**src/hw/rtl/image_diff_compare_unit_assert.svh**
```systemverilog
// ----------------------------------------------------------------------------
// Assertion macros for the image diff compare unit
// Clocked, reset-qualified implication checks reporting through $error.
// ----------------------------------------------------------------------------
`ifndef IMAGE_DIFF_COMPARE_UNIT_ASSERT_SVH
`define IMAGE_DIFF_COMPARE_UNIT_ASSERT_SVH

// same-cycle implication
`define IDC_ASSERT_NOW(lbl, clk, rst_n, ante, cons, msg) \
	lbl: assert property (@(posedge clk) disable iff (!rst_n) (ante) |-> (cons)) \
		else $error(msg);

// next-cycle implication
`define IDC_ASSERT_NEXT(lbl, clk, rst_n, ante, cons, msg) \
	lbl: assert property (@(posedge clk) disable iff (!rst_n) (ante) |=> (cons)) \
		else $error(msg);

`endif

```
**src/hw/rtl/idc_pkg.sv**
```systemverilog
// ----------------------------------------------------------------------------
// idc_pkg
// Types and constants shared by the image diff compare unit.
// ----------------------------------------------------------------------------
package idc_pkg;

	localparam int CH_W     = 8;
	localparam int CNT_W    = 25;
	localparam int SUM_W    = 34;
	localparam int PSUM_W   = 10;
	localparam int CFG_W    = 25;
	localparam int CFG_IDX_W = 1;

	localparam logic [CFG_IDX_W-1:0] CFG_TOLERANCE    = 1'b0;
	localparam logic [CFG_IDX_W-1:0] CFG_MAX_MISMATCH = 1'b1;

	typedef struct packed {
		logic [CH_W-1:0] actual_red;
		logic [CH_W-1:0] actual_green;
		logic [CH_W-1:0] actual_blue;
		logic [CH_W-1:0] actual_alpha;
		logic [CH_W-1:0] expected_red;
		logic [CH_W-1:0] expected_green;
		logic [CH_W-1:0] expected_blue;
		logic [CH_W-1:0] expected_alpha;
		logic            last_pixel;
	} idc_in_t;

	typedef struct packed {
		logic             pass;
		logic [CNT_W-1:0] mismatch_count;
		logic [CH_W-1:0]  max_channel_diff;
		logic [SUM_W-1:0] diff_sum;
		logic [CNT_W-1:0] pixel_count;
	} idc_out_t;

	function automatic logic [CH_W-1:0] abs_diff(input logic [CH_W-1:0] a,
		input logic [CH_W-1:0] b);
		return (a >= b) ? (a - b) : (b - a);
	endfunction

endpackage

```
**src/hw/rtl/image_diff_compare_unit.sv**
```systemverilog
// ----------------------------------------------------------------------------
// image_diff_compare_unit
// A last pixel's result is registered first in the input register, then in the result register.
// Throughput: one pixel pair per cycle; the input register and the result
// register decouple the two channels, so only a last pixel waits on a full
// result register. Reset clears the configuration registers, accumulators
// and valid flags.
// ----------------------------------------------------------------------------
`include "image_diff_compare_unit_assert.svh"

module image_diff_compare_unit #(
	parameter longint unsigned MAX_PIXELS = 16777216
) (
	input  logic                                 clk,
	input  logic                                 arst_n,
	input  logic                                 in_valid,
	output logic                                 in_stall,
	input  idc_pkg::idc_in_t                     in_data,
	output logic                                 out_valid,
	input  logic                                 out_stall,
	output idc_pkg::idc_out_t                    out_data,
	input  logic                                 cfg_we,
	input  logic [idc_pkg::CFG_IDX_W-1:0]        cfg_index,
	input  logic [idc_pkg::CFG_W-1:0]            cfg_data
);

	localparam longint unsigned PIX_FIELD_MAX = 64'h1FF_FFFF;
	localparam longint unsigned SUM_FIELD_MAX = 64'h3_FFFF_FFFF;
	localparam longint unsigned PIX_CAP_L =
		(MAX_PIXELS < PIX_FIELD_MAX) ? MAX_PIXELS : PIX_FIELD_MAX;
	localparam longint unsigned SUM_CAP_L =
		(64'd1020 * PIX_CAP_L < SUM_FIELD_MAX) ? 64'd1020 * PIX_CAP_L : SUM_FIELD_MAX;
	localparam logic [idc_pkg::CNT_W-1:0] PIX_CAP = idc_pkg::CNT_W'(PIX_CAP_L);
	localparam logic [idc_pkg::SUM_W-1:0] SUM_CAP = idc_pkg::SUM_W'(SUM_CAP_L);

	logic [idc_pkg::CH_W-1:0]   tolerance_q;
	logic [idc_pkg::CNT_W-1:0]  max_mismatch_q;

	logic                       valid_s1;
	idc_pkg::idc_in_t           item_s1;

	logic [idc_pkg::CNT_W-1:0]  mismatch_acc_q;
	logic [idc_pkg::SUM_W-1:0]  diff_acc_q;
	logic [idc_pkg::CH_W-1:0]   max_diff_acc_q;
	logic [idc_pkg::CNT_W-1:0]  pixel_acc_q;

	logic                       out_valid_q;
	idc_pkg::idc_out_t          out_data_q;

	logic [idc_pkg::CH_W-1:0]   diff [4];
	logic [idc_pkg::PSUM_W-1:0] pix_sum;
	logic                       miss;
	logic [idc_pkg::CH_W-1:0]   max_next;
	logic [idc_pkg::SUM_W:0]    diff_wide;
	logic [idc_pkg::SUM_W-1:0]  diff_next;
	logic [idc_pkg::CNT_W-1:0]  pixel_next;
	logic [idc_pkg::CNT_W-1:0]  mismatch_next;
	logic                       res_free;
	logic                       adv_s1;
	logic                       load_res;

	assign res_free = !out_valid_q || !out_stall;
	assign adv_s1   = valid_s1 && (!item_s1.last_pixel || res_free);
	assign load_res = adv_s1 && item_s1.last_pixel;
	assign in_stall = valid_s1 && !adv_s1;

	always_ff @(posedge clk or negedge arst_n) begin
		if (!arst_n) begin
			tolerance_q    <= '0;
			max_mismatch_q <= '0;
		end else if (cfg_we) begin
			unique case (cfg_index)
				idc_pkg::CFG_TOLERANCE:    tolerance_q    <= cfg_data[idc_pkg::CH_W-1:0];
				idc_pkg::CFG_MAX_MISMATCH: max_mismatch_q <= cfg_data[idc_pkg::CNT_W-1:0];
				default: ;
			endcase
		end
	end

	always_ff @(posedge clk or negedge arst_n) begin
		if (!arst_n) begin
			valid_s1 <= 1'b0;
		end else if (!in_stall) begin
			valid_s1 <= in_valid;
		end
	end

	always_ff @(posedge clk) begin
		if (in_valid && !in_stall) begin
			item_s1 <= in_data;
		end
	end

	always_comb begin
		diff[0] = idc_pkg::abs_diff(item_s1.actual_red,   item_s1.expected_red);
		diff[1] = idc_pkg::abs_diff(item_s1.actual_green, item_s1.expected_green);
		diff[2] = idc_pkg::abs_diff(item_s1.actual_blue,  item_s1.expected_blue);
		diff[3] = idc_pkg::abs_diff(item_s1.actual_alpha, item_s1.expected_alpha);
		pix_sum = idc_pkg::PSUM_W'(diff[0]) + idc_pkg::PSUM_W'(diff[1])
			+ idc_pkg::PSUM_W'(diff[2]) + idc_pkg::PSUM_W'(diff[3]);
		miss     = 1'b0;
		max_next = max_diff_acc_q;
		for (int i = 0; i < 4; i++) begin
			if (diff[i] > tolerance_q) begin
				miss = 1'b1;
			end
			if (diff[i] > max_next) begin
				max_next = diff[i];
			end
		end
		diff_wide = {1'b0, diff_acc_q} + (idc_pkg::SUM_W+1)'(pix_sum);
		diff_next = (diff_wide > {1'b0, SUM_CAP}) ? SUM_CAP : diff_wide[idc_pkg::SUM_W-1:0];
		pixel_next = (pixel_acc_q < PIX_CAP) ? pixel_acc_q + 1'b1 : pixel_acc_q;
		mismatch_next = (miss && (mismatch_acc_q < PIX_CAP)) ?
			mismatch_acc_q + 1'b1 : mismatch_acc_q;
	end

	always_ff @(posedge clk or negedge arst_n) begin
		if (!arst_n) begin
			mismatch_acc_q <= '0;
			diff_acc_q     <= '0;
			max_diff_acc_q <= '0;
			pixel_acc_q    <= '0;
		end else if (load_res) begin
			mismatch_acc_q <= '0;
			diff_acc_q     <= '0;
			max_diff_acc_q <= '0;
			pixel_acc_q    <= '0;
		end else if (adv_s1) begin
			mismatch_acc_q <= mismatch_next;
			diff_acc_q     <= diff_next;
			max_diff_acc_q <= max_next;
			pixel_acc_q    <= pixel_next;
		end
	end

	always_ff @(posedge clk or negedge arst_n) begin
		if (!arst_n) begin
			out_valid_q <= 1'b0;
		end else if (load_res) begin
			out_valid_q <= 1'b1;
		end else if (!out_stall) begin
			out_valid_q <= 1'b0;
		end
	end

	always_ff @(posedge clk) begin
		if (load_res) begin
			out_data_q.pass             <= (mismatch_next <= max_mismatch_q);
			out_data_q.mismatch_count   <= mismatch_next;
			out_data_q.max_channel_diff <= max_next;
			out_data_q.diff_sum         <= diff_next;
			out_data_q.pixel_count      <= pixel_next;
		end
	end

	assign out_valid = out_valid_q;
	assign out_data  = out_data_q;

	`IDC_ASSERT_NOW(a_hold_last, clk, arst_n, valid_s1 && item_s1.last_pixel && out_valid_q && out_stall, in_stall, "last pixel advanced into a full result register")
	`IDC_ASSERT_NEXT(a_clear_on_result, clk, arst_n, load_res, out_valid_q && pixel_acc_q == '0 && diff_acc_q == '0, "accumulators not cleared after result load")
	`IDC_ASSERT_NOW(a_pixel_cap, clk, arst_n, 1'b1, pixel_acc_q <= PIX_CAP && mismatch_acc_q <= pixel_acc_q, "pixel or mismatch count beyond cap")
	`IDC_ASSERT_NOW(a_sum_cap, clk, arst_n, 1'b1, diff_acc_q <= SUM_CAP, "difference sum beyond cap")

endmodule
```
**config.mk**
```make
export PLATFORM = sky130hd
export DESIGN_NAME = image_diff_compare_unit
export DESIGN_NICKNAME = d
export VERILOG_FILES = /design/src/hw/rtl/idc_pkg.sv /design/src/hw/rtl/image_diff_compare_unit.sv
export VERILOG_INCLUDE_DIRS = /design/src /design/src/hw/rtl
export SDC_FILE = /design/constraint.sdc
export NUM_CORES = 1
export LEC_CHECK = 0
export ABC_AREA = 1
export BUFFER_PORTS_ARGS = -buffer_cell sky130_fd_sc_hd__buf_2
export CAP_MARGIN = 20
export CORE_MARGIN = 2
export CORE_UTILIZATION = 35
export DETAILED_ROUTE_END_ITERATION = 10
export PLACE_DENSITY = 0.54
export SYNTH_ARGS = -nofsm -noshare
export SYNTH_HDL_FRONTEND = slang
export SYNTH_SLANG_ARGS = --single-unit
```
**constraint.sdc**
```tcl
create_clock -name clk -period 7.65 [get_ports clk]
set_clock_uncertainty 0.05 [all_clocks]
set_input_delay 0.3825 -clock clk [delete_from_list [all_inputs] [get_ports clk]]
set_output_delay 0.3825 -clock clk [all_outputs]
set_load 0.005 [all_outputs]
```
==> impl_metrics.py <==
metrics = {
    "status": {
        "run_status": "completed",
    },
    "route": {
        "route.met2.wl_microns": 22090,
        "met3_length_microns": 2239,
        "drt_iter0_drc": 858,
        "viasPerCell": 4.760,
        "wirelength_met1_microns": 20400,
        "drt-wirelength-per-cell_microns": 15.27,
        "final_antenna_net_count": 0,
        "wirelength_microns": 46050,
        "drc": 0,
        "vias": 14356,
        "top_layer_used": "met5",
        "drt_pass1_iterations": 5,
    },
    "power": {
        "p_seq_share_pct": 21.9,
        "p_sw_share_pct": 44.26,
        "p_int_w": 0.005351,
        "powerDensity_nw_per_um2": 431.6,
        "switchingPower_w": 0.004250,
        "p_clk_share_pct": 18.1,
        "vdd_ir_drop_max_uv": 415.8,
        "combPwrFrac_pct": 60.0,
        "p_leak_nw": 10.68,
    },
    "critical_path": {
        "crit_path_frequent_cell": "nand2_2",
        "startpoint": "item_s1[57]",
        "worstPathArrival_ns": 7.51,
        "critPathKind": "reg -> reg",
        "startpoint_type": "flop",
        "slowest_delay_ns": 0.38,
        "reg2reg_from": "item_s1[57]",
        "timing.rr.end": "out_data[64]",
        "rrSetupSlack_ns": 0.39,
        "cp-end-kind": "flop",
        "slowest_stage": "edfxtp_1",
        "required_ns": 7.90,
        "reg2reg_depth": 46,
        "critPathMaxFanout": 8,
    },
    "synth": {
        "async_flop_share_pct": 44.56,
        "synth_area_per_cell_sq_um": 9.075,
        "yosys.area.top_type_share_pct": 26.42,
        "netlist_top_cells_area": "edfxtp_1 (26%), dfrtp_1 (18%), ha_1 (11%), inv_1 (7.6%), nand2_1 (7.3%)",
        "syn_nets": 2269,
        "synth.most_common_cell": "inv_1",
        "yosysWarnings": 0,
        "synth.distinct_cells": 64,
        "netlist_top_cells_count": "inv_1 (362), nand2_1 (349), ha_1 (163)",
        "synth_cells": 1979,
        "synth-edff-count": 158,
        "yosys.area.top_type": "edfxtp_1",
        "synth-seq-cells": 285,
        "netlist_area_sq_um": 17960,
        "synth_ff_type": "edfxtp_1",
        "yosysSeqAreaShare_pct": 44.12,
    },
    "floorplanning": {
        "start_util_pct": 35.22,
        "core-area_sq_um": 50990,
        "die_area_sq_um": 53140,
        "fp.dieH_microns": 230.5,
        "ioPinCount": 191,
        "die_w_microns": 230.5,
        "rows": 83,
    },
    "timing": {
        "tns_ns": 0,
        "setup_viol": 0,
        "period_share_pct": 94.86,
        "timing.hold.ws_ns": 0.03155,
        "drv_slew": 0,
        "hold_viol_final": 0,
        "maxSlewHeadroom_pct": 31.91,
        "fmax_ghz": 0.1378,
        "worstMarginPinSlew_ns": 1.021,
        "period_needed_ns": 7.257,
    },
    "cts": {
        "cts.path.max_buffers": 3,
        "clock_latency_ns": 0.55,
        "cts_tree": "built",
        "htree_num_levels": 2,
        "cts_made_buffers": 36,
        "clock-sinks": 285,
        "clk_pin_slew_ns": 0.06,
        "clockRootBuffer": "clkbuf_16",
    },
    "final_layout": {
        "nNetsFinal": 2598,
        "syn2layout_area_growth_pct": 23.87,
        "drive_gt1_share_pct": 18.45,
        "design_area_sq_um": 22250,
        "n_antenna_cell": 0,
        "fillers": 4961,
    },
    "grt": {
        "grt_max_degree": 70,
        "grt_pass1_wl_microns": 73510,
        "grt_usage_pct": 17.32,
        "antenna_found_initial": 1,
        "grt_pass1_vias": 14322,
        "overflow": 0,
    },
    "place": {
        "gp_congestion": 0.8940,
        "dpl-instance-area_sq_um": 19930,
        "portBuffers": 190,
        "dp_hpwl_microns": 34400,
    },
    "hold_path": {
        "hp-start": "cfg_data[21]",
        "min_to": "max_mismatch_q[21]",
        "hold_class": "in -> reg",
        "min_path_cells": 3,
    },
    "run": {
        "max-cap-violations": 0,
    },
}
worst max-delay path by stage:
stage / to / slack (ns) / cells past startpoint
2_1_floorplan: out_data[66] / 0.57 / 46
3_3_place_gp: out_data[64] / 0.15 / 45
3_5_place_dp: out_data[64] / -0.04 / 45
4_1_cts: out_data[63] / 0.03 / 44
5_1_grt: out_data[59] / -0.08 / 52
6_report: out_data[64] / 0.39 / 46
stage by stage:
stage | setup slack (ns) | std cells | util [%] | power (W)
after global routing | -0.07620 | 3016 | 43.63 | 0.01050
after floorplan | 0.5697 | 1979 | - | 0.005844
after CTS | 0.02670 | 2991 | 42.82 | 0.009257
after detailed placement | -0.03674 | 2857 | 39.09 | 0.007396
final | 0.3934 | 3016 | 43.63 | 0.009601
after global placement | 0.1503 | 2857 | 39.09 | 0.007328
registers in the layout, summed over array words and instances, names as in the netlist:
| name | cells |
|---|---|
| tolerance_q | 8 |
| mismatch_acc_q | 25 |
| out_valid | 1 |
| diff_acc_q | 34 |
| max_diff_acc_q | 8 |
| max_mismatch_q | 25 |
| valid_s1 | 1 |
| item_s1 | 65 |
| out_data | 93 |
| pixel_acc_q | 25 |
layout by cell type, fill, tap and decap left out, drive strengths merged, types with 68 or more instances in the layout:
cell type and n:
edfxtp 158, dlygate4sd3 68, nand2 380, buf 257, o21ai 95, a21oi 100, nand3 99, nor2 135
inv 369, dfrtp 127, ha 163, xor2 86
logic make-up (layout without fill, tap and decap cells):
family | count (synthesis) | in the layout | share of synthesized area [%]
buf+inv | 404 | 760 | 8.765
fa+ha+maj | 194 | 194 | 14.81
flops | 285 | 285 | 44.12
simple gates | 717 | 718 | 18.32
xor+xnor | 98 | 98 | 4.779
compound gates | 277 | 277 | 8.988
mux | 4 | 4 | 0.2230
critical path, delay by kind of cell, from the launching register on:
family,cells,cell delay [ns]
adders and majority gates,6,1.72
AOI/OAI and AO/OA,11,1.63
xor gates and xnor gates,1,0.22
muxes,1,0.22
buffers and inverters,6,0.60
DFF,1,0.38
and+or+nand+nor,21,2.18
cell type report:
| cell class | count | area, sq um | share of cell area (%) |
|---|---|---|---|
| multi-input combinational | 1291 | 8705 | 39.13 |
| sequential | 285 | 7923 | 35.62 |
| clock inverter | 23 | 255.2 | 1.147 |
| timing repair buffer | 325 | 2158 | 9.702 |
| tap | 680 | 850.8 | 3.825 |
| inverter | 369 | 1396 | 6.277 |
| clock buffer | 43 | 957.2 | 4.303 |
what timing repair did:
action / 4_1_cts / 5_1_grt
pin swaps: 0 / 23
gates resized for setup: 2 / 63
setup buffers: 0 / 23
endpoints found under the hold margin: 126 / 0
hold buffers: 68 / 0
setup endpoints to repair: 8 / 75
cloned: 0 / 2
power by group through the flow:
stage	registers, W	logic (W)	clock network [W]
2_1_floorplan	0.00209	0.00376	0
3_3_place_gp	0.00213	0.00520	0
3_5_place_dp	0.00213	0.00527	0
4_1_cts	0.00210	0.00535	0.00180
5_1_grt	0.00212	0.00651	0.00187
6_report	0.00210	0.00576	0.00174
per-layer routing:
layer,vias to the layer above,track usage (%)
li1,7170,-
met1,6779,22.14
met2,331,29.76
met3,74,2.841
met4,2,5.766
met5,-,0
Note: power is estimated with default switching activity, not from simulation.
